## src/assert_macros.svh

```systemverilog
// Assertion macros for the Q24.8 fixed-point unit.
// No dependencies; included by RTL files that carry assertions.
`ifndef ASSERT_MACROS_SVH
`define ASSERT_MACROS_SVH
`ifndef SYNTHESIS
`define FPA_ASSERT(lbl, clk, rst_n, prop) \
  lbl: assert property (@(posedge clk) disable iff (!rst_n) prop) \
    else $error("assertion failed");
`define FPA_ASSERT_NEVER(lbl, clk, rst_n, cond) \
  lbl: assert property (@(posedge clk) disable iff (!rst_n) !(cond)) \
    else $error("forbidden condition seen");
`else
`define FPA_ASSERT(lbl, clk, rst_n, prop)
`define FPA_ASSERT_NEVER(lbl, clk, rst_n, cond)
`endif
`endif

```

## src/fpa_pkg.sv

```systemverilog
// Shared types and constants for the Q24.8 fixed-point unit.
// No dependencies.
`default_nettype none

package fpa_pkg;

  localparam int DATA_W        = 32;
  localparam int FRAC_BITS_DEF = 8;
  // quotient bits resolved per divider stage
  localparam int STEP_BITS     = 2;

  typedef enum logic [1:0] {
    OP_ADD = 2'd0,
    OP_SUB = 2'd1,
    OP_MUL = 2'd2,
    OP_DIV = 2'd3
  } op_e;

  // side data riding along the divider pipeline
  typedef struct packed {
    op_e               op;
    logic              neg;    // quotient sign
    logic              err;    // divide by zero
    logic [DATA_W-1:0] early;  // add/sub/mul result
  } side_t;

endpackage

`default_nettype wire

```

## src/fpa_front.sv

```systemverilog
// First pipeline stage: add, subtract, multiply and divider operand prep.
// Depends on fpa_pkg.
`default_nettype none

module fpa_front #(
  parameter int FRAC_BITS = fpa_pkg::FRAC_BITS_DEF,
  parameter int NUM_W     = 40
) (
  input  wire logic                            clk_i,
  input  wire logic                            rst_ni,
  input  wire logic                            valid_i,
  input  wire logic [1:0]                      req_type_i,
  input  wire logic signed [fpa_pkg::DATA_W-1:0] operand_a_i,
  input  wire logic signed [fpa_pkg::DATA_W-1:0] operand_b_i,
  output logic                                 valid_o,
  output fpa_pkg::side_t                       side_o,
  output logic [NUM_W-1:0]                     num_o,
  output logic [fpa_pkg::DATA_W-1:0]           den_o
);

  localparam int W = fpa_pkg::DATA_W;

  fpa_pkg::op_e              op;
  logic signed [2*W-1:0]     prod;
  logic [W-1:0]              mag_a, mag_b;
  logic                      valid_q;
  fpa_pkg::side_t            side_d, side_q;
  logic [NUM_W-1:0]          num_d, num_q;
  logic [W-1:0]              den_q;

  always_comb begin
    op    = fpa_pkg::op_e'(req_type_i);
    prod  = operand_a_i * operand_b_i;
    mag_a = operand_a_i[W-1] ? (~operand_a_i + 1'b1) : operand_a_i;
    mag_b = operand_b_i[W-1] ? (~operand_b_i + 1'b1) : operand_b_i;
    num_d = NUM_W'(mag_a) << FRAC_BITS;

    side_d.op  = op;
    side_d.neg = operand_a_i[W-1] ^ operand_b_i[W-1];
    side_d.err = (op == fpa_pkg::OP_DIV) && (operand_b_i == '0);
    case (op)
      fpa_pkg::OP_ADD: side_d.early = operand_a_i + operand_b_i;
      fpa_pkg::OP_SUB: side_d.early = operand_a_i - operand_b_i;
      fpa_pkg::OP_MUL: side_d.early = prod[FRAC_BITS+W-1:FRAC_BITS];
      default:         side_d.early = '0;
    endcase
  end

  always_ff @(posedge clk_i or negedge rst_ni) begin
    if (!rst_ni) begin
      valid_q <= 1'b0;
    end else begin
      valid_q <= valid_i;
    end
  end

  always_ff @(posedge clk_i) begin
    side_q <= side_d;
    num_q  <= num_d;
    den_q  <= mag_b;
  end

  assign valid_o = valid_q;
  assign side_o  = side_q;
  assign num_o   = num_q;
  assign den_o   = den_q;

endmodule

`default_nettype wire

```

## config.mk

```make
export PLATFORM = sky130hd
export DESIGN_NAME = fpa_front
export DESIGN_NICKNAME = d
export VERILOG_FILES = /design/src/assert_macros.svh /design/src/fpa_pkg.sv /design/src/fpa_front.sv
export SDC_FILE = /design/constraint.sdc
export NUM_CORES = 2
export LEC_CHECK = 0
export ABC_AREA = 1
export ABC_CLOCK_PERIOD_IN_PS = 800
export CAP_MARGIN = 20
export CORE_ASPECT_RATIO = 1.25
export CORE_UTILIZATION = 55
export CTS_CLUSTER_SIZE = 20
export DETAILED_ROUTE_END_ITERATION = 8
export DONT_BUFFER_PORTS = 1
export PLACE_DENSITY = 0.72
export SYNTH_ARGS = -nofsm -noshare
export SYNTH_HDL_FRONTEND = slang
export SYNTH_SLANG_ARGS = --single-unit
export TNS_END_PERCENT = 1
```

## constraint.sdc

```tcl
create_clock -name clk_i -period 0.8 [get_ports clk_i]
set_input_delay 0.16 -clock clk_i [delete_from_list [all_inputs] [get_ports clk_i]]
set_output_delay 0.16 -clock clk_i [all_outputs]
set_load 0.05 [all_outputs]
```

======== After elaboration in Yosys (flattened, before gate mapping) ========
Index checks and enable logic that the tools add are counted.
storage, ports and cells
  register bits after elaboration ......... 101
  input port bits ......................... 69
  output and inout bits ................... 109
  logic and storage cells ................. 26
cells by class
  add/subtract/negate cells ............... 4
  $mul .................................... 1
  equality and inequality tests ........... 3
  multiplexer cells ....................... 3
  bitwise logic cells ..................... 3
  reductions and logical operators ........ 3
operators by type and width
  operator                                             count
  one-hot mux 32 bit (3 select lines)                  1
  adder 32 x 1 -> 32 bit, second input constant        2
  inverter 32 bit                                      2
  two-way mux 31 bit                                   2
  multiplier 32 x 32 -> 40 bit                         1
  adder 32 bit                                         1
  logical NOT 32 bit                                   1
  subtractor 32 bit                                    1
  equality test 2 bit, second input constant           2
  equality test 2 x 1 -> 1 bit, second input constant  1
  logical NOT 2 bit                                    1
  logical AND 1 bit                                    1
  bitwise XOR 1 bit                                    1

======== Depth between registers and ports, before layout ========
  depth in word-level cells ............... 3
  depth in mapped cells ................... 32
  mapped depth without buffers ............ 30

======== Worst setup path after synthesis ========
Ideal clock, no wire load.
  kind .................................... input to register
  start point ............................. input operand_a_i[15] (netlist bit)
  end point ............................... register side_q, in the netlist side_o[27]
  library setup time ...................... 0.074 ns
  data arrival time ....................... 6.316 ns
  required time ........................... 0.726 ns
  path slack .............................. -5.590 ns
  stages .................................. 29
  buffers on the path ..................... 2
  cells stage by stage .................... clkbuf_1 -> buf_1 -> nand2_1 -> inv_1 -> fa_1 -> fa_1 -> inv_1 -> fa_1 -> fa_1 -> inv_1 -> fa_1 -> inv_1 -> fa_1 -> inv_1 -> fa_1 -> fa_1 -> ha_1 -> a21oi_1 -> inv_1 -> a21oi_1 -> o21ai_0 -> nor2_1 -> nand2_1 -> a31o_2 -> nand2_1 -> nand2_1 -> nand2_1 -> nand2_1 -> o21ai_0
RTL lines
  element                 line             source
  start: declaration      fpa_front.sv:13  input wire logic signed [fpa_pkg::DATA_W-1:0] operand_a_i,
  end signal: assignment  fpa_front.sv:58  side_q <= side_d;
  end: declaration        fpa_front.sv:27  fpa_pkg::side_t side_d, side_q;

==> impl_metrics.yaml <==
cts:
  clockRootBuffer: "clkbuf_16"
  clk_pin_slew_ns: 0.08
  clk_path_buf_depth: 2
  clock_sinks: 101
  htreeDepth: 3
  cts_buffers: 9
  cts_tree: "built"
timing:
  tightestPinTransition_ns: 0.9595
  fin_crit_ns: 5.842
  setup_violations: 187
  layout_setup_ws_ns: -5.042
  clock.fmax_ghz: 0.1712
  slew_headroom_pct: 35.82
  rsz0062_at_grt: "yes"
  finalHoldViolCount: 3
  timing.final.crit_share_pct: 730.2
  maxSlewViolCount: 0
  timing.hold.ws_ns: -0.01634
cells_and_area:
  final_layout_size_suffix_gt1_share_pct: 19.05
  final_common_cell: "inv_1"
  layout_common_cells: "inv_1 (1237), nand2_1 (1036), fa_1 (622)"
  area_growth_pct: 24.15
  fin_util_pct: 69.50
  nNetsFinal: 5441
synthesis:
  synth_seq_cells: 101
  netlist_area_mm2: 0.03093
  ys.flop_type: "dfxtp_1"
  ys_top_cells_by_area: "fa_1 (42%), inv_1 (15%), nand2_1 (13%)"
  ys_types: 52
  avgSynthCellArea_um2: 7.385
  yosysTopAreaCellShare_pct: 41.62
  synth-edff-count: 0
  yosys_warnings: 0
  ys_seq_area_share_pct: 6.553
  synth_top_area_cell: "fa_1"
  ys_async_sr_fraction_pct: 0.9901
  synth_cells: 4188
worst_setup_path:
  required_ns: 1.07
  start_kind: "primary input"
  critPathCaptureType: "flip-flop"
  cp_max_fo: 34
  crit_type: "primary input to flip-flop"
  arrival_ns: 6.12
drt:
  drc_errors: 0
  vias_per_cell: 5.356
  drt-total-wl_um: 105500
  dr.pass1.iters: 7
  wl_per_cell_um: 19.97
  ant_nets: 0
  dr_total_vias: 28290
  drt_iter0_markers: 2198
global_route:
  grt-ovfl-total: 0
  track_usage_pct: 38.17
  met1_usage_pct: 42.73
  grtUsageMet3_pct: 7.541
  grt_pass1_wl_um: 166800
  grt_most_used_layer: "met2"
  use_met2_pct: 66.18
  grt_max_degree: 39
  antenna_found_initial: 2
  grt_pass1_vias: 31220
die:
  num_rows: 96
  pin_count: 178
  fp.dieW_um: 214.1
  start_util_pct: 55.98
  die-area_mm2: 0.05719
  core-area_mm2: 0.05525
  die_h_um: 267.1
status:
  violations: "negative hold slack, negative setup slack"
  status: "finished with violations"
min_path:
  min_path_type: "primary input to flip-flop"
  min_path_cells: 2
placement:
  gp_congestion: 0.9882
  placement.io_buffers: 0
  dpl.hpwl_um: 78530
flow_run:
  drv_cap: 0
[synthesized netlist by cell type, drive strengths merged (4+ instances only)]
cell type	n
a21o	8
a21oi	110
a31oi	23
buf	64
clkbuf	149
dfxtp	100
fa	643
ha	188
inv	1257
nand2	1070
nand3	65
nand3b	11
nand4	17
nor2	143
nor3	24
nor4	13
o211ai	4
o21ai	149
o221ai	5
o22ai	5
o31ai	4
or2	16
xnor2	35
xor2	66
[logic make-up (layout without fill, tap and decap cells)]
family          after synthesis  after routing  share of synthesized area, %
compound gates              321            321                         5.639
xor+xnor                    101            101                         2.860
fa+ha+maj                   831            831                         49.22
buf+inv                    1471           1822                         18.04
flops                       101            101                         6.553
other cells                   1              9                       0.01212
simple gates               1362           1362                         17.67
[layout make-up]
class                   instances  area (um^2)
diodes                          1        2.502
well taps                     735        919.6
clock inverters                 7        102.6
fillers                      4370        16850
repair buffers                548         5597
inverters                    1258         4731
clock buffers                   9        225.2
flip-flops and latches        101         2180
multi-input cells            2623        24640
[timing repair]
item / in CTS / in global routing
hold endpoints to repair: 72 / 16
buffers inserted: 3 / 3
resized for setup: 301 / 85
hold buffers: 52 / 3
endpoints found under the setup margin: 187 / 191
pin swaps: 82 / 44
[worst paths after layout]
path                                 start                  to  slack [ns]
min in group asynchronous           rst_ni   valid_o$_DFF_PN0_        0.51
setup / recovery            operand_b_i[1]  side_o[29]$_DFF_P_       -5.04
hold / removal             operand_a_i[10]   num_o[19]$_DFF_P_       -0.02
max in group asynchronous           rst_ni   valid_o$_DFF_PN0_        0.19
[critical path: stages]
cell and delay (ns):
nand2_1 0.06, inv_1 0.05, fa_1 0.50, inv_1 0.07, fa_1 0.57, fa_1 0.47, fa_1 0.59, inv_1 0.06
fa_1 0.48, fa_1 0.51, fa_2 0.61, fa_1 0.48, ha_4 0.32, nand2_1 0.10, o21ai_0 0.27, a31oi_1 0.12
o21ai_0 0.29, a31oi_2 0.08, nand3_2 0.12, a21oi_2 0.06, o21ai_2 0.06, o21ai_1 0.08
[layer usage]
layer,vias to the layer above,part of all wire (%)
li1,12570,-
met1,13760,34
met2,1448,48
met3,508,9.1
met4,0,8.1
met5,-,0
[per-stage QoR]
stage / instances / TNS [ns] / setup WS, ns / instance area [um^2]
6_report: 5282 / -203.96 / -5.042 / 38400
5_1_grt: 5282 / -214.64 / -5.192 / 38400
4_1_cts: 5275 / -201.53 / -4.959 / 38040
3_5_place_dp: 5204 / -221.70 / -5.648 / 36220
3_3_place_gp: 5204 / -219.93 / -5.603 / 36220
2_1_floorplan: 4195 / -200.04 / -5.175 / 31640
[flip-flops by register name (all words and copies together), names as in the netlist]
register	count
den_o	32
num_o	32
side_o	36
valid_o	1
Power is not shown: default switching activity piles up to over one toggle a cycle in this logic, so the estimate is an artifact.
