--- config.mk ---
export PLATFORM = sky130hd
export DESIGN_NAME = fpa_div_stage
export DESIGN_NICKNAME = d
export VERILOG_FILES = /design/src/assert_macros.svh /design/src/fpa_pkg.sv /design/src/fpa_div_stage.sv
export SDC_FILE = /design/constraint.sdc
export NUM_CORES = 1
export LEC_CHECK = 0
export ABC_CLOCK_PERIOD_IN_PS = 800
export BUFFER_PORTS_ARGS = -buffer_cell sky130_fd_sc_hd__buf_4
export CAP_MARGIN = 10
export CORE_MARGIN = 2
export CORE_UTILIZATION = 43
export DETAILED_ROUTE_END_ITERATION = 10
export PLACE_DENSITY = 0.77
export RECOVER_POWER = 25
export SLEW_MARGIN = 0
export SYNTH_ARGS = -nofsm -noshare
export SYNTH_HDL_FRONTEND = slang
export SYNTH_SLANG_ARGS = --single-unit
--- constraint.sdc ---
create_clock -name clk_i -period 0.8 [get_ports clk_i]
set_input_delay 0 -clock clk_i [delete_from_list [all_inputs] [get_ports clk_i]]
set_output_delay 0 -clock clk_i [all_outputs]
set_load 0.01 [all_outputs]
--- src/assert_macros.svh ---
// Assertion macros for the Q24.8 fixed-point unit.
// No dependencies; included by RTL files that carry assertions.
`ifndef ASSERT_MACROS_SVH
`define ASSERT_MACROS_SVH
`ifndef SYNTHESIS
`define FPA_ASSERT(lbl, clk, rst_n, prop) \
  lbl: assert property (@(posedge clk) disable iff (!rst_n) prop) \
    else $error("assertion failed");
`define FPA_ASSERT_NEVER(lbl, clk, rst_n, cond) \
  lbl: assert property (@(posedge clk) disable iff (!rst_n) !(cond)) \
    else $error("forbidden condition seen");
`else
`define FPA_ASSERT(lbl, clk, rst_n, prop)
`define FPA_ASSERT_NEVER(lbl, clk, rst_n, cond)
`endif
`endif

--- src/fpa_pkg.sv ---
// Shared types and constants for the Q24.8 fixed-point unit.
// No dependencies.
`default_nettype none

package fpa_pkg;

  localparam int DATA_W        = 32;
  localparam int FRAC_BITS_DEF = 8;
  // quotient bits resolved per divider stage
  localparam int STEP_BITS     = 2;

  typedef enum logic [1:0] {
    OP_ADD = 2'd0,
    OP_SUB = 2'd1,
    OP_MUL = 2'd2,
    OP_DIV = 2'd3
  } op_e;

  // side data riding along the divider pipeline
  typedef struct packed {
    op_e               op;
    logic              neg;    // quotient sign
    logic              err;    // divide by zero
    logic [DATA_W-1:0] early;  // add/sub/mul result
  } side_t;

endpackage

`default_nettype wire

--- src/fpa_div_stage.sv ---
// One stage of the pipelined restoring divider, STEP_BITS quotient bits.
// Depends on fpa_pkg.
`default_nettype none

module fpa_div_stage #(
  parameter int NUM_W = 40
) (
  input  wire logic                          clk_i,
  input  wire logic                          rst_ni,
  input  wire logic                          valid_i,
  input  wire fpa_pkg::side_t                side_i,
  input  wire logic [NUM_W-1:0]              num_i,
  input  wire logic [fpa_pkg::DATA_W-1:0]    rem_i,
  input  wire logic [fpa_pkg::DATA_W-1:0]    quo_i,
  input  wire logic [fpa_pkg::DATA_W-1:0]    den_i,
  output logic                               valid_o,
  output fpa_pkg::side_t                     side_o,
  output logic [NUM_W-1:0]                   num_o,
  output logic [fpa_pkg::DATA_W-1:0]         rem_o,
  output logic [fpa_pkg::DATA_W-1:0]         quo_o,
  output logic [fpa_pkg::DATA_W-1:0]         den_o
);

  localparam int W = fpa_pkg::DATA_W;

  logic [W:0]       trial;
  logic             qbit;
  logic [NUM_W-1:0] num_d, num_q;
  logic [W-1:0]     rem_d, rem_q, quo_d, quo_q, den_q;
  logic             valid_q;
  fpa_pkg::side_t   side_q;

  always_comb begin
    trial = '0;
    qbit  = 1'b0;
    num_d = num_i;
    rem_d = rem_i;
    quo_d = quo_i;
    for (int i = 0; i < fpa_pkg::STEP_BITS; i++) begin
      trial = {rem_d, num_d[NUM_W-1]};
      num_d = num_d << 1;
      qbit  = (trial >= {1'b0, den_i});
      if (qbit) begin
        trial = trial - {1'b0, den_i};
      end
      rem_d = trial[W-1:0];
      quo_d = {quo_d[W-2:0], qbit};
    end
  end

  always_ff @(posedge clk_i or negedge rst_ni) begin
    if (!rst_ni) begin
      valid_q <= 1'b0;
    end else begin
      valid_q <= valid_i;
    end
  end

  always_ff @(posedge clk_i) begin
    side_q <= side_i;
    num_q  <= num_d;
    rem_q  <= rem_d;
    quo_q  <= quo_d;
    den_q  <= den_i;
  end

  assign valid_o = valid_q;
  assign side_o  = side_q;
  assign num_o   = num_q;
  assign rem_o   = rem_q;
  assign quo_o   = quo_q;
  assign den_o   = den_q;

endmodule

`default_nettype wire

==> qor.csv, run 1 <==
stage,metric,value,unit
run_status,Stop stage,global routing (5_1_grt),
global_routing,largest net degree at the start of global routing,17,
place,IO Port Bufs,343,
logic_synthesis,post-synthesis sequential area ratio,44.0,%
global_routing,All-Layer GR Usage,70.5,%
logic_synthesis,top cell type's share of synthesized area,43.7,%
floorplan,num rows,49,
place,gp weighted congestion,0.948,
floorplan,Initial Utilization,43.5,%
global_routing,antenna violations before repair,6,
clock_tree,number of buffers created by CTS,17,
sta,Worst EP Category,register data pin,
logic_synthesis,Post-Synthesis Cells,776,
place,dpl cell area,0.0125,mm2
logic_synthesis,"top cells by area, synth","dfxtp_1, ha_1, mux2_4, a21oi_1, xnor2_1",
place,post-DP HPWL,22200,um
logic_synthesis,number of flops mapped to enable cells by yosys,0,
floorplan,IO Pins,348,
logic_synthesis,syn avg cell area,10.0,um2
clock_tree,clk root buf,clkbuf_16,
clock_tree,H-tree Lvls,4,
logic_synthesis,Main synth FF type,dfxtp_1,
run_status,status,did not finish,
floorplan,Die Wd,139,um
global_routing,global route overflow,19,
floorplan,Die H,139,um
logic_synthesis,most frequent cell after synthesis,dfxtp_1,
run_status,Halt Reason,[ERROR GRT-0232] Routing congestion too high. Check the congestion heatmap in the GUI.,
logic_synthesis,Post-Syn Area,0.00779,mm2
logic_synthesis,count of cell types in the netlist,64,
logic_synthesis,Synth area leader,dfxtp_1,
clock_tree,clock tree buffer depth,2,
logic_synthesis,YS warnings,0,
logic_synthesis,Yosys reg bits,171,
sta,Crit. endpoint post-GRT repair,rem_o[12]$_DFF_P_/D,
logic_synthesis,synth cell count leaders,"dfxtp_1, a21oi_1, ha_1, inv_1, nor2_1",
logic_synthesis,ys async rst share,0.585,%
clock_tree,CTS sink cnt,171,
## repair_timing
item	CTS
pin swaps	20
setup buffers	14
hold buffers	140
gates resized for setup	125
gates cloned	0
endpoints found under the setup margin	205
hold endpoints to repair	145
## cells by family after synthesis
family          synth area share [%]
compound gates                  17.7
xor+xnor                        5.51
fa+ha+maj                       10.8
buf+inv                         3.96
flops                           44.0
mux                             7.80
other cells                   0.0481
simple gates                    10.2
## through the flow
| stage | util, % | std cells | hold slack (ns) | setup TNS (ns) | setup slack [ns] |
|---|---|---|---|---|---|
| 2_1_floorplan | - | 777 | -0.296 | -118.00 | -3.60 |
| 3_3_place_gp | 69.8 | 1573 | -0.225 | -131.73 | -3.99 |
| 3_5_place_dp | 69.8 | 1573 | -0.218 | -133.39 | -4.04 |
| 4_1_cts | 83.7 | 1757 | -0.0437 | -128.76 | -3.47 |
## per-layer routing
layer,GRT usage (%),overflow
met1,66.3,0
met2,91.9,5
met3,52.4,0
met4,76.5,14
met5,15.0,0
==> inputs of run 2 (changes only) <==
--- a/config.mk
+++ b/config.mk
@@ -5,13 +5,13 @@
 export SDC_FILE = /design/constraint.sdc
 export NUM_CORES = 1
 export LEC_CHECK = 0
-export ABC_CLOCK_PERIOD_IN_PS = 800
+export ABC_CLOCK_PERIOD_IN_PS = 1000
 export BUFFER_PORTS_ARGS = -buffer_cell sky130_fd_sc_hd__buf_4
 export CAP_MARGIN = 10
 export CORE_MARGIN = 2
-export CORE_UTILIZATION = 43
+export CORE_UTILIZATION = 30
 export DETAILED_ROUTE_END_ITERATION = 10
-export PLACE_DENSITY = 0.77
+export PLACE_DENSITY_LB_ADDON = 0.15
 export RECOVER_POWER = 25
 export SLEW_MARGIN = 0
 export SYNTH_ARGS = -nofsm -noshare
==> constraint.sdc (replaced) <==
create_clock -name clk_i -period 1 [get_ports clk_i]
set_input_delay 0 -clock clk_i [delete_from_list [all_inputs] [get_ports clk_i]]
set_output_delay 0 -clock clk_i [all_outputs]
set_load 0.01 [all_outputs]
==> run 2 against run 1 <==
Net effect: the flow now finishes, with violations (hold timing, setup timing); synthesized area stayed put; synthesized cell count stayed put.
==> qor.csv, run 2 <==
stage,metric,value,unit
floorplan,Initial Utilization,30.8,%
floorplan,num rows,58,
sta,Setup WS post-layout,-3.22,ns
global_routing,global route overflow,0,
drt,highest routed layer,met4,
floorplan,Die Wd,165,um
critical_path,worst setup path category,in2reg,
clock_tree,CTS tree,yes,
global_routing,first-pass GRT wire length,46900,um
sta,final hold viol count,3,
logic_synthesis,Synth area leader,dfxtp_1,
cells_and_area,Synth-to-Final Area Change,102,%
critical_path,CP bufs+invs,9,
floorplan,core box area,0.0253,mm2
logic_synthesis,Yosys reg bits,171,
logic_synthesis,post-synthesis sequential area ratio,44.0,%
cells_and_area,finished layout cell area,0.0157,mm2
sta,final period utilization,422,%
floorplan,IO Pins,348,
place,post-DP HPWL,22900,um
clock_tree,H-tree Lvls,4,
clock_tree,clk root buf,clkbuf_16,
logic_synthesis,most frequent cell after synthesis,dfxtp_1,
floorplan,die area,0.0273,mm2
sta,fin. max-slew vios,0,
logic_synthesis,synth cell count leaders,"dfxtp_1, a21oi_1, ha_1, inv_1, nor2_1",
critical_path,critical-path maximum fanout,8,
run_status,failing checks,"hold timing, setup timing",
critical_path,CP endpoint kind,flop,
drt,number of vias per cell,4.53,
power_and_ir_drop,LEAKAGE,7.55,nW
drt,met2 routed WL,16200,um
drt,Metal-1 WL,13200,um
floorplan,Die H,165,um
clock_tree,clock-pin slew on the worst setup and hold paths,0.08,ns
logic_synthesis,count of cell types in the netlist,64,
place,IO Port Bufs,343,
critical_path,CP max stage delay,0.36,ns
power_and_ir_drop,Tot Pwr,27.6,mW
logic_synthesis,YS warnings,0,
cells_and_area,max reg flops,38,
cells_and_area,"non-filler cells, final",1909,
clock_tree,cts hold-fix bufs,140,
global_routing,vias in the first global route,8768,
drt,drt drc,0,
sta,# setup viols final,34,
run_status,status,"finished, violations left",
critical_path,Slowest cell on crit path,o32a_1,
logic_synthesis,syn avg cell area,10.0,um2
clock_tree,CTS sink cnt,171,
power_and_ir_drop,Power Density,1750,mW/mm2
drt,Via Count,8642,
drt,Detailed Route WL,31800,um
logic_synthesis,"top cells by area, synth","dfxtp_1, ha_1, mux2_4, a21oi_1, xnor2_1",
logic_synthesis,number of flops mapped to enable cells by yosys,0,
cells_and_area,"most common cell after layout, fill and taps aside",buf_4,
sta,actual slew at the worst max-slew pin,0.527,ns
logic_synthesis,Main synth FF type,dfxtp_1,
critical_path,Critical Path RT,1.31,ns
drt,met3 wire length,1700,um
global_routing,All-Layer GR Usage,22.2,%
logic_synthesis,Post-Syn Area,0.00779,mm2
cells_and_area,fin nets,1804,
sta,minimum clock period,4.22,ns
sta,RSZ-0062 raised after global routing,yes,
clock_tree,clock tree buffer depth,2,
flow_run,max-cap violations,0,
critical_path,critical path data arrival time,4.53,ns
logic_synthesis,top cell type's share of synthesized area,43.7,%
cells_and_area,most frequent cells in the layout,"buf_4, dfxtp_1, dlygate4sd3_1",
sta,worst relative slew slack,64.5,%
drt,Post-DRT Antenna Nets,0,
critical_path,Top delay family on crit path,compound AO/OA/AOI/OAI gates,
drt,Avg WL per Cell,16.7,um
worst_hold_path,worst min path class,in2reg,
logic_synthesis,ys async rst share,0.585,%
sta,fmax,0.237,GHz
power_and_ir_drop,Worst IR Drop VDD,1.17,mV
logic_synthesis,Post-Synthesis Cells,776,
global_routing,antenna violations before repair,3,
cells_and_area,layout cell share with drive strength beyond 1,51.8,%
drt,Iteration-0 DRC Markers,447,
cells_and_area,fillers,2107,
place,gp weighted congestion,0.838,
drt,Pre-antenna DRT Iters,5,
critical_path,Worst setup SP type,input port,
place,dpl cell area,0.0129,mm2
sta,Hold WS,-0.0210,ns
place,Placed Cells,1699,
clock_tree,number of buffers created by CTS,17,
global_routing,largest net degree at the start of global routing,21,
-- run 2: cell counts after synthesis --
Identical to the previous run, type by type.
-- run 2: metrics by stage --
stage | TNS [ns] | util [%] | setup slack, ns | hold WS [ns]
after floorplan | -111.20 | - | -3.40 | -0.296
after CTS | -108.03 | 61.3 | -3.33 | -0.0375
after detailed placement | -126.35 | 50.8 | -3.85 | -0.224
after global placement | -126.51 | 50.8 | -3.85 | -0.225
final | -105.61 | 62.1 | -3.22 | -0.0210
after global routing | -113.09 | 62.1 | -3.45 | -0.0274
-- run 2: cells by family (layout without fill, tap and decap cells) --
group | after synthesis | in the layout | share of synthesized area (%)
AO/OA/AOI/OAI | 214 | 214 | 17.7
XOR/XNOR | 49 | 49 | 5.51
adder cells (fa/ha/maj) | 66 | 66 | 10.8
buffers and inverters | 73 | 872 | 3.96
flip-flops | 171 | 171 | 44.0
multiplexers | 46 | 46 | 7.80
other | 1 | 5 | 0.0481
AND/OR/NAND/NOR | 156 | 156 | 10.2
-- run 2: layout make-up --
class | instances | area (um2) | share of cell area, %
Sequential cell | 171 | 3430 | 21.8
Inverter | 55 | 220 | 1.40
Antenna cell | 3 | 7.51 | 0.0477
Tap cell | 330 | 413 | 2.62
Timing Repair Buffer | 785 | 6400 | 40.7
Multi-Input combinational cell | 533 | 4650 | 29.6
Clock buffer | 17 | 425 | 2.70
Clock inverter | 15 | 188 | 1.19
-- run 2: power by group --
group / leakage (nW) / switching, mW / total, mW / internal (mW)
registers: 1.45 / 0.391 / 8.19 / 7.80
logic: 5.81 / 5.21 / 12.4 / 7.21
clock network: 0.295 / 3.56 / 7.01 / 3.45
total: 7.55 / 9.16 / 27.6 / 18.5
-- run 2: metal layers --
| layer | vias to the layer above | GRT usage, % |
|---|---|---|
| li1 | 4343 | - |
| met1 | 4025 | 26.5 |
| met2 | 232 | 40.0 |
| met3 | 42 | 3.95 |
| met4 | 0 | 7.79 |
| met5 | - | 0 |
-- run 2: final timing paths --
path / start / end / slack [ns] / depth (start not counted)
max in group asynchronous: rst_ni / valid_o / 0.41 / 3
min in group asynchronous: rst_ni / valid_o / 0.45 / 3
setup / recovery: den_i[6] / rem_o[28] / -3.22 / 26
hold / removal: rem_i[3] / rem_o[5] / -0.02 / 3
-- run 2: what timing repair did --
action	4_1_cts	5_1_grt
gates resized for setup	81	37
pin swaps	42	33
cloned	1	0
endpoints found under the hold margin	142	2
setup buffers	27	9
endpoints found under the setup margin	34	35
Note: power is estimated with default switching activity, not from simulation.
