### src/assert_macros.svh
// Assertion macros for the Q24.8 fixed-point unit.
// No dependencies; included by RTL files that carry assertions.
`ifndef ASSERT_MACROS_SVH
`define ASSERT_MACROS_SVH
`ifndef SYNTHESIS
`define FPA_ASSERT(lbl, clk, rst_n, prop) \
  lbl: assert property (@(posedge clk) disable iff (!rst_n) prop) \
    else $error("assertion failed");
`define FPA_ASSERT_NEVER(lbl, clk, rst_n, cond) \
  lbl: assert property (@(posedge clk) disable iff (!rst_n) !(cond)) \
    else $error("forbidden condition seen");
`else
`define FPA_ASSERT(lbl, clk, rst_n, prop)
`define FPA_ASSERT_NEVER(lbl, clk, rst_n, cond)
`endif
`endif

### src/fpa_pkg.sv
// Shared types and constants for the Q24.8 fixed-point unit.
// No dependencies.
`default_nettype none

package fpa_pkg;

  localparam int DATA_W        = 32;
  localparam int FRAC_BITS_DEF = 8;
  // quotient bits resolved per divider stage
  localparam int STEP_BITS     = 2;

  typedef enum logic [1:0] {
    OP_ADD = 2'd0,
    OP_SUB = 2'd1,
    OP_MUL = 2'd2,
    OP_DIV = 2'd3
  } op_e;

  // side data riding along the divider pipeline
  typedef struct packed {
    op_e               op;
    logic              neg;    // quotient sign
    logic              err;    // divide by zero
    logic [DATA_W-1:0] early;  // add/sub/mul result
  } side_t;

endpackage

`default_nettype wire

### src/fpa_back.sv
// Last pipeline stage: quotient sign fix-up, result select, output registers.
// Depends on fpa_pkg.
`default_nettype none

module fpa_back (
  input  wire logic                                clk_i,
  input  wire logic                                rst_ni,
  input  wire logic                                valid_i,
  input  wire fpa_pkg::side_t                      side_i,
  input  wire logic [fpa_pkg::DATA_W-1:0]          quo_i,
  output logic                                     done_o,
  output logic signed [fpa_pkg::DATA_W-1:0]        result_value_o,
  output logic                                     divide_error_o
);

  localparam int W = fpa_pkg::DATA_W;

  logic [W-1:0] res_d, res_q;
  logic         done_q, err_q;

  always_comb begin
    if (side_i.op != fpa_pkg::OP_DIV) begin
      res_d = side_i.early;
    end else if (side_i.err) begin
      res_d = '0;
    end else if (side_i.neg) begin
      res_d = ~quo_i + 1'b1;
    end else begin
      res_d = quo_i;
    end
  end

  always_ff @(posedge clk_i or negedge rst_ni) begin
    if (!rst_ni) begin
      done_q <= 1'b0;
    end else begin
      done_q <= valid_i;
    end
  end

  always_ff @(posedge clk_i) begin
    res_q <= res_d;
    err_q <= side_i.err;
  end

  assign done_o         = done_q;
  assign result_value_o = res_q;
  assign divide_error_o = err_q;

endmodule

`default_nettype wire

### config.mk
export PLATFORM = sky130hd
export DESIGN_NAME = fpa_back
export DESIGN_NICKNAME = d
export VERILOG_FILES = /design/src/assert_macros.svh /design/src/fpa_pkg.sv /design/src/fpa_back.sv
export SDC_FILE = /design/constraint.sdc
export NUM_CORES = 1
export LEC_CHECK = 0
export ABC_AREA = 1
export ABC_CLOCK_PERIOD_IN_PS = 800
export BUFFER_PORTS_ARGS = -buffer_cell sky130_fd_sc_hd__buf_2
export CORE_MARGIN = 2
export CORE_UTILIZATION = 46
export CTS_BUF_LIST = sky130_fd_sc_hd__clkbuf_16
export CTS_CLUSTER_SIZE = 20
export DETAILED_ROUTE_END_ITERATION = 12
export PLACE_DENSITY = 0.87
export REMOVE_ABC_BUFFERS = 1
export SYNTH_ARGS = -nofsm -noshare
export SYNTH_HDL_FRONTEND = slang
export SYNTH_SLANG_ARGS = --single-unit
### constraint.sdc
create_clock -name clk_i -period 0.8 [get_ports clk_i]
set_clock_uncertainty 0.05 [all_clocks]
set_input_delay 0.08 -clock clk_i [delete_from_list [all_inputs] [get_ports clk_i]]
set_output_delay 0.08 -clock clk_i [all_outputs]
set_load 0.03 [all_outputs]
==> flow_summary_export.csv, run 1 <==
group,metric,value,unit
cts,cts_buffer_depth,2,
run_status,tool.error,"[ERROR DPL-0038] Utilization greater than 100%, impossible to legalize",
synthesis,ys_seq_area_frac,0.332,
cts,clockRootBuffer,"clkbuf_16",
synthesis,yosys-top-cells-area,"dfxtp_1 (32%), nand2_1 (20%), nand3_1 (7.3%)",
cts,cts_htree_levels,2,
synthesis,synth_top_area_frac,0.319,
placed_design,dp.cells,524,
cts,cts_sinks,34,
run_status,status,"did not finish",
floorplan,ios,105,
timing,postGrtWorstEndpoint,"result_value_o[28]$_DFF_P_/D",
placed_design,numPortBuffers,104,
floorplan,num_rows,24,
synthesis,avgSynthCellArea,6.29,um2
floorplan,die_y,71.1,um
floorplan,die_w,71.1,um
placed_design,place_hpwl,5.16,mm
synthesis,synth-seq-cells,34,
synthesis,synth_top_area_cell,"dfxtp_1",
synthesis,netlist_area,0.00207,mm2
placed_design,place_congestion,0.897,
timing,endpoint_type,"sequential cell input",
run_status,haltStage,"5_1_grt",
synthesis,synth-main-ff-cell,"dfxtp_1",
placed_design,dpl_cell_area,0.00297,mm2
cts,numCtsBuffers,5,
synthesis,synth-async-reset-ratio,0.0294,
synthesis,ys_warn_count,0,
floorplan,initial_core_util,0.475,
synthesis,synth-edff-count,0,
placed_design,dp_slack,-562,ps
grt,grt_max_degree,20,
synthesis,syn_inst,329,
synthesis,synth_cell_types,27,
metrics by stage:
| step | hold WS [ps] | util |
|---|---|---|
| after CTS | -17.6 | 0.927 |
| after detailed placement | -195 | 0.681 |
| after global placement | -195 | 0.681 |
| after floorplan | -266 | - |
cells in the mapped netlist (4+ instances only):
cell and instances:
o21ai_0 23, nor2_1 29, nand3_1 30, o21ai_1 12, nor3_1 4, inv_1 27, nor2_2 8, nand4_1 7
nor2_4 4, dfxtp_1 33, nand2_2 6, nand2_1 108, inv_2 5, a21oi_1 11
logic make-up after synthesis:
family                     count (synthesis)  share of synthesized area
DFF                                       34                      0.332
AOI/OAI and AO/OA                         50                      0.129
and+or+nand+nor                          203                      0.452
buffers and inverters                     41                     0.0817
adders and majority gates                  1                    0.00605
repair_timing:
item                       CTS
hold buffers                35
pin swaps                   31
setup buffers                7
setup endpoints to repair   62
cloned                       1
gates resized for setup    172
hold endpoints to repair    35
==> run 2, diff against run 1 <==
CORE_UTILIZATION = 40   (was 46)
CTS_BUF_LIST = unset   (was sky130_fd_sc_hd__clkbuf_16)
CTS_CLUSTER_SIZE = unset   (was 20)
PLACE_DENSITY = unset   (was 0.87)
PLACE_DENSITY_LB_ADDON = 0.15   (was unset)
==> run 2 against run 1 <==
Net effect: the flow now finishes, with violations (negative setup slack); synthesized cell count did not move; synthesized area unchanged.
==> flow_summary_export.csv, run 2 <==
group,metric,value,unit
cts,cts_htree_levels,2,
job,cap_violations,0,
floorplan,dieArea,0.00576,mm2
worst_hold_path,min_from,"quo_i[7]",
synthesis,synth-seq-cells,34,
cells_and_area,drive_above_1_share,0.521,
timing,min_period,983,ps
cts,path_clk_slew,80,ps
cells_and_area,stdcell_area,0.00403,mm2
worst_setup_path,cp.required,930,ps
cts,cts_tree,"yes",
grt,grt_max_degree,33,
synthesis,synth_top_area_cell,"dfxtp_1",
timing,whs,2.21,ps
synthesis,synth_most_common_cell,"nand2_1",
run_status,status,"finished with violations",
cells_and_area,num_antenna_cells,0,
synthesis,synth_cell_types,27,
placed_design,place_hpwl,4.77,mm
synthesis,synth-main-ff-cell,"dfxtp_1",
worst_setup_path,path_max_fanout,6,
timing,drv_slew,0,
grt,grt_pass1_wl,12.1,mm
floorplan,initial_core_util,0.410,
floorplan,die_y,75.9,um
worst_setup_path,criticalPathCategory,"input port to register",
cts,clockRootBuffer,"clkbuf_8",
synthesis,netlist_area,0.00207,mm2
cts,cts_buffer_depth,2,
worst_setup_path,start_kind,"input port",
synthesis,yosys-top-cells-area,"dfxtp_1 (32%), nand2_1 (20%), nand3_1 (7.3%)",
floorplan,fp.coreArea,0.00504,mm2
grt,gr-total-overflow,0,
worst_setup_path,crit_path_end_kind,"register",
synthesis,ys_seq_area_frac,0.332,
timing,worstMarginPinSlew,329,ps
synthesis,synth-async-reset-ratio,0.0294,
timing,setup_violations,59,
worst_hold_path,min_path_type,"input port to register",
cells_and_area,synthToLayoutAreaGrowth,95.0,%
floorplan,die_w,75.9,um
drt,first_iter_violations,131,
floorplan,ios,105,
synthesis,ys_top_cells_by_count,"nand2_1 (108), dfxtp_1 (33), nand3_1 (30), nor2_1 (29), inv_1 (27)",
power_and_ir_drop,power_leakage,1.96,nW
run_status,violations,"negative setup slack",
grt,antenna_found_initial,0,
synthesis,ys_warn_count,0,
drt,drt_wl_total,7.61,mm
worst_setup_path,crit_arrival,1120,ps
cts,numCtsBuffers,5,
timing,rsz0062_at_grt,"true",
placed_design,dpl_cell_area,0.00299,mm2
timing,fin_ws,-183,ps
timing,finalHoldViolCount,0,
drt,vias,2828,
grt,grt_util_all_layers,0.251,
cts,cts_sinks,34,
placed_design,place_congestion,0.909,
synthesis,synth_top_area_frac,0.319,
cells_and_area,layout.nets,591,
synthesis,synth-edff-count,0,
timing,maxSlewHeadroom,0.781,
timing,fin_crit_sh,1.23,
drt,ant_nets,0,
cells_and_area,final_cell_mix,"nand2_1 (100), buf_2 (66), buf_4 (48)",
cells_and_area,final_common_cell,"nand2_1",
drt,via_per_inst,4.79,
timing,fmax,1.02,GHz
power_and_ir_drop,finalPower,5.14,mW
synthesis,syn_inst,329,
drt,first_pass_iters,4,
floorplan,num_rows,26,
placed_design,numPortBuffers,104,
worst_hold_path,holdPathStages,3,
power_and_ir_drop,ir_drop,781,uV
drt,route.detailed.drc,0,
power_and_ir_drop,power_density,1270,mW/mm2
grt,grt_pass1_vias,2745,
synthesis,avgSynthCellArea,6.29,um2
cells_and_area,largest_reg_flops,32,
drt,wire_per_inst,12.9,um
worst_hold_path,holdPathEnd,"result_value_o[7]",
run 2: metal layers:
layer,vias up,share of wire,GRT usage
li1,1441,-,-
met2,104,0.50,0.454
met1,1269,0.43,0.306
met4,0,0.014,0.0745
met3,14,0.049,0.0393
met5,-,0,0
run 2: through the flow:
| step | instances | util | setup WS, ps | setup TNS [ps] |
|---|---|---|---|---|
| 5_1_grt | 590 | 0.800 | -249 | -7530 |
| 4_1_cts | 586 | 0.765 | -136 | -4410 |
| 3_5_place_dp | 540 | 0.592 | -582 | -14030 |
| 3_3_place_gp | 540 | 0.592 | -530 | -13280 |
| 2_1_floorplan | 320 | - | -977 | -24570 |
| 6_report | 590 | 0.800 | -183 | -5000 |
run 2: what timing repair did:
item | in CTS | in global routing
hold endpoints to repair | 35 | 0
hold buffers | 35 | 0
setup buffers | 2 | 4
pin swaps | 22 | 27
setup endpoints to repair | 62 | 64
gates cloned | 1 | 0
gates resized for setup | 147 | 47
run 2: worst max path at each step:
stage / startpoint / to / slack [ps] / cells past startpoint
finish: quo_i[0] / result_value_o[26] / -180 / 10
floorplan: side_i[34] / result_value_o[10] / -980 / 6
global placement: quo_i[0] / result_value_o[28] / -530 / 10
detailed placement: quo_i[0] / result_value_o[28] / -580 / 10
CTS: quo_i[1] / result_value_o[28] / -140 / 10
global route: quo_i[0] / result_value_o[22] / -250 / 11
run 2: cell families after synthesis:
group,after synthesis,share of synthesized area
simple gates,203,0.452
compound gates,50,0.129
buf+inv,41,0.0817
flops,34,0.332
fa+ha+maj,1,0.00605
run 2: final cells by class:
cell class              instances  area [um2]
clock inverters                 1        5.00
inverters                      32         128
flip-flops and latches         34         727
well taps                      70        87.6
multi-input cells             255        1470
fillers                       356        1010
clock buffers                   7        86.3
repair buffers                191        1530
run 2: worst max-delay path, stage by stage:
cell	delay, ps
buf_6	100
inv_4	60
ha_4	150
nand3_4	80
nand2_4	110
nand3_4	120
nor2_4	210
nand3_2	90
nand3_2	70
nand2_1	50
run 2: power breakdown:
| part | total [mW] | leakage [nW] | switching, mW | internal, mW |
|---|---|---|---|---|
| clock | 1.35 | 0.0482 | 0.656 | 0.695 |
| combinational | 1.87 | 1.62 | 0.984 | 0.884 |
| sequential | 1.92 | 0.293 | 0.0644 | 1.86 |
| total | 5.14 | 1.96 | 1.70 | 3.44 |
Note: power is estimated with default switching activity, not from simulation.
==> run 3, diff against run 2 <==
SETUP_SLACK_MARGIN = 0.5   (was unset)
==> run 3 against run 2 <==
Net effect: flip-flop and latch count unchanged; the run ends with negative hold slack, negative setup slack left; non-clock buffer count decreased by 32; core utilization decreased by 5.3 points; critical endpoint is now result_value_o[12]; largest cell class is now multi-input gates; sequential share of layout area increased by 1.3 points; clock power about the same; global-route usage decreased by 0.72 points.
==> flow_summary_export.csv, run 3 (synthesized netlist as in run 2, its figures left out) <==
group,metric,value,unit
drt,via_per_inst,4.93,
cells_and_area,final_common_cell,"nand2_1",
floorplan,num_rows,26,
power_and_ir_drop,finalPower,5.06,mW
timing,maxSlewHeadroom,0.795,
placed_design,place_hpwl,4.77,mm
timing,rsz0062_at_grt,"true",
worst_setup_path,criticalPathCategory,"input port to register",
timing,fin_ws,-192,ps
job,cap_violations,0,
worst_setup_path,path_max_fanout,5,
timing,worstMarginPinSlew,305,ps
placed_design,numPortBuffers,104,
power_and_ir_drop,power_density,1340,mW/mm2
grt,gr-total-overflow,0,
run_status,violations,"negative hold slack, negative setup slack",
drt,route.detailed.drc,0,
timing,min_period,992,ps
worst_hold_path,holdPathEnd,"done_o",
worst_hold_path,min_from,"valid_i",
grt,grt_pass1_wl,11.8,mm
cells_and_area,layout.nets,559,
worst_setup_path,crit_path_end_kind,"register",
cts,path_clk_slew,70,ps
grt,antenna_found_initial,0,
drt,first_pass_iters,4,
cts,cts_htree_levels,2,
drt,vias,2750,
grt,grt_max_degree,33,
floorplan,ios,105,
cts,clockRootBuffer,"clkbuf_8",
cells_and_area,synthToLayoutAreaGrowth,82.0,%
worst_hold_path,min_path_type,"input port to register",
power_and_ir_drop,ir_drop,787,uV
drt,wire_per_inst,13.5,um
timing,setup_violations,60,
floorplan,dieArea,0.00576,mm2
worst_setup_path,start_kind,"input port",
timing,finalHoldViolCount,32,
timing,fmax,1.01,GHz
drt,ant_nets,0,
cts,cts_tree,"yes",
drt,drt_wl_total,7.52,mm
cells_and_area,drive_above_1_share,0.553,
cells_and_area,fillers,384,
worst_setup_path,worstSetupStartpoint,"quo_i[1]",
floorplan,die_y,75.9,um
worst_setup_path,cp.required,920,ps
worst_setup_path,crit_arrival,1110,ps
cells_and_area,num_antenna_cells,0,
timing,whs,-144,ps
cts,cts_sinks,34,
floorplan,initial_core_util,0.410,
timing,fin_setup_tns,-5440,ps
cells_and_area,final_cell_mix,"nand2_1 (100), buf_2 (66), buf_4 (46)",
grt,grt_pass1_vias,2638,
placed_design,place_congestion,0.909,
cts,numCtsBuffers,5,
worst_hold_path,holdPathStages,1,
power_and_ir_drop,power_leakage,1.86,nW
grt,grt_util_all_layers,0.243,
cts,cts_buffer_depth,2,
cells_and_area,layout.cells.non_filler,558,
floorplan,die_w,75.9,um
placed_design,dp.cells,540,
cells_and_area,post-route-util,0.747,
floorplan,fp.coreArea,0.00504,mm2
timing,fin_crit_sh,1.24,
cts,holdBufCountCts,1,
cells_and_area,largest_reg_flops,32,
run_status,status,"finished with violations",
drt,first_iter_violations,145,
timing,drv_slew,0,
[run 3: changes by cell type in the layout (fill, tap and decap cells not counted), sizes merged]
| cell | before | now |
|---|---|---|
| dlygate4sd3 | 35 | 1 |
| bufbuf | 0 | 1 |
| clkinv | 1 | 2 |
| buf | 156 | 157 |
| inv | 32 | 31 |
[run 3: area by class of cell]
| type | count | area, um2 | share of cell area |
|---|---|---|---|
| Tap cell | 70 | 87.6 | 0.0233 |
| Multi-Input combinational cell | 255 | 1460 | 0.387 |
| Timing Repair Buffer | 159 | 1260 | 0.334 |
| Inverter | 32 | 143 | 0.0379 |
| Sequential cell | 34 | 727 | 0.193 |
| Clock inverter | 1 | 5.00 | 0.00133 |
| Clock buffer | 7 | 86.3 | 0.0229 |
[run 3: layer usage]
metal / up-vias / share of wire / GRT usage
met3: 17 / 0.058 / 0.0417
met1: 1254 / 0.42 / 0.306
met5: - / 0 / 0
li1: 1378 / - / -
met4: 0 / 0.020 / 0.0691
met2: 101 / 0.50 / 0.429
[run 3: how the worst max path moves through the flow]
stage,depth (start not counted),end
after floorplan,6,result_value_o[10]
after global placement,10,result_value_o[28]
after detailed placement,10,result_value_o[28]
after CTS,12,result_value_o[31]
after global routing,10,result_value_o[22]
final,10,result_value_o[12]
[run 3: critical path, stage by stage]
cell and delay (ps):
buf_8 100, inv_6 50, ha_4 140, nand3_4 80, nand2_4 100, nand2_4 90
nor2_4 160, a21oi_1 110, o21ai_0 100, nand2_1 80
[run 3: power breakdown]
| group | total, mW | internal, mW | switching [mW] |
|---|---|---|---|
| sequential | 1.92 | 1.86 | 0.0639 |
| clock | 1.34 | 0.695 | 0.649 |
| combinational | 1.79 | 0.818 | 0.975 |
| total | 5.06 | 3.37 | 1.69 |
[run 3: through the flow]
stage / setup WS, ps / hold WS [ps] / area [um2]
after floorplan: -977 / -266 / 2020
after global placement: -530 / -196 / 2990
after detailed placement: -582 / -193 / 2990
after CTS: -136 / -145 / 3620
after global routing: -253 / -153 / 3760
final: -192 / -144 / 3760
[run 3: timing repair]
| item | in CTS | in global routing |
|---|---|---|
| endpoints found under the setup margin | 66 | 66 |
| hold endpoints to repair | 35 | 31 |
| cloned | 2 | 0 |
| gates resized for setup | 170 | 35 |
| buffers inserted | 3 | 4 |
| pin swaps | 25 | 27 |
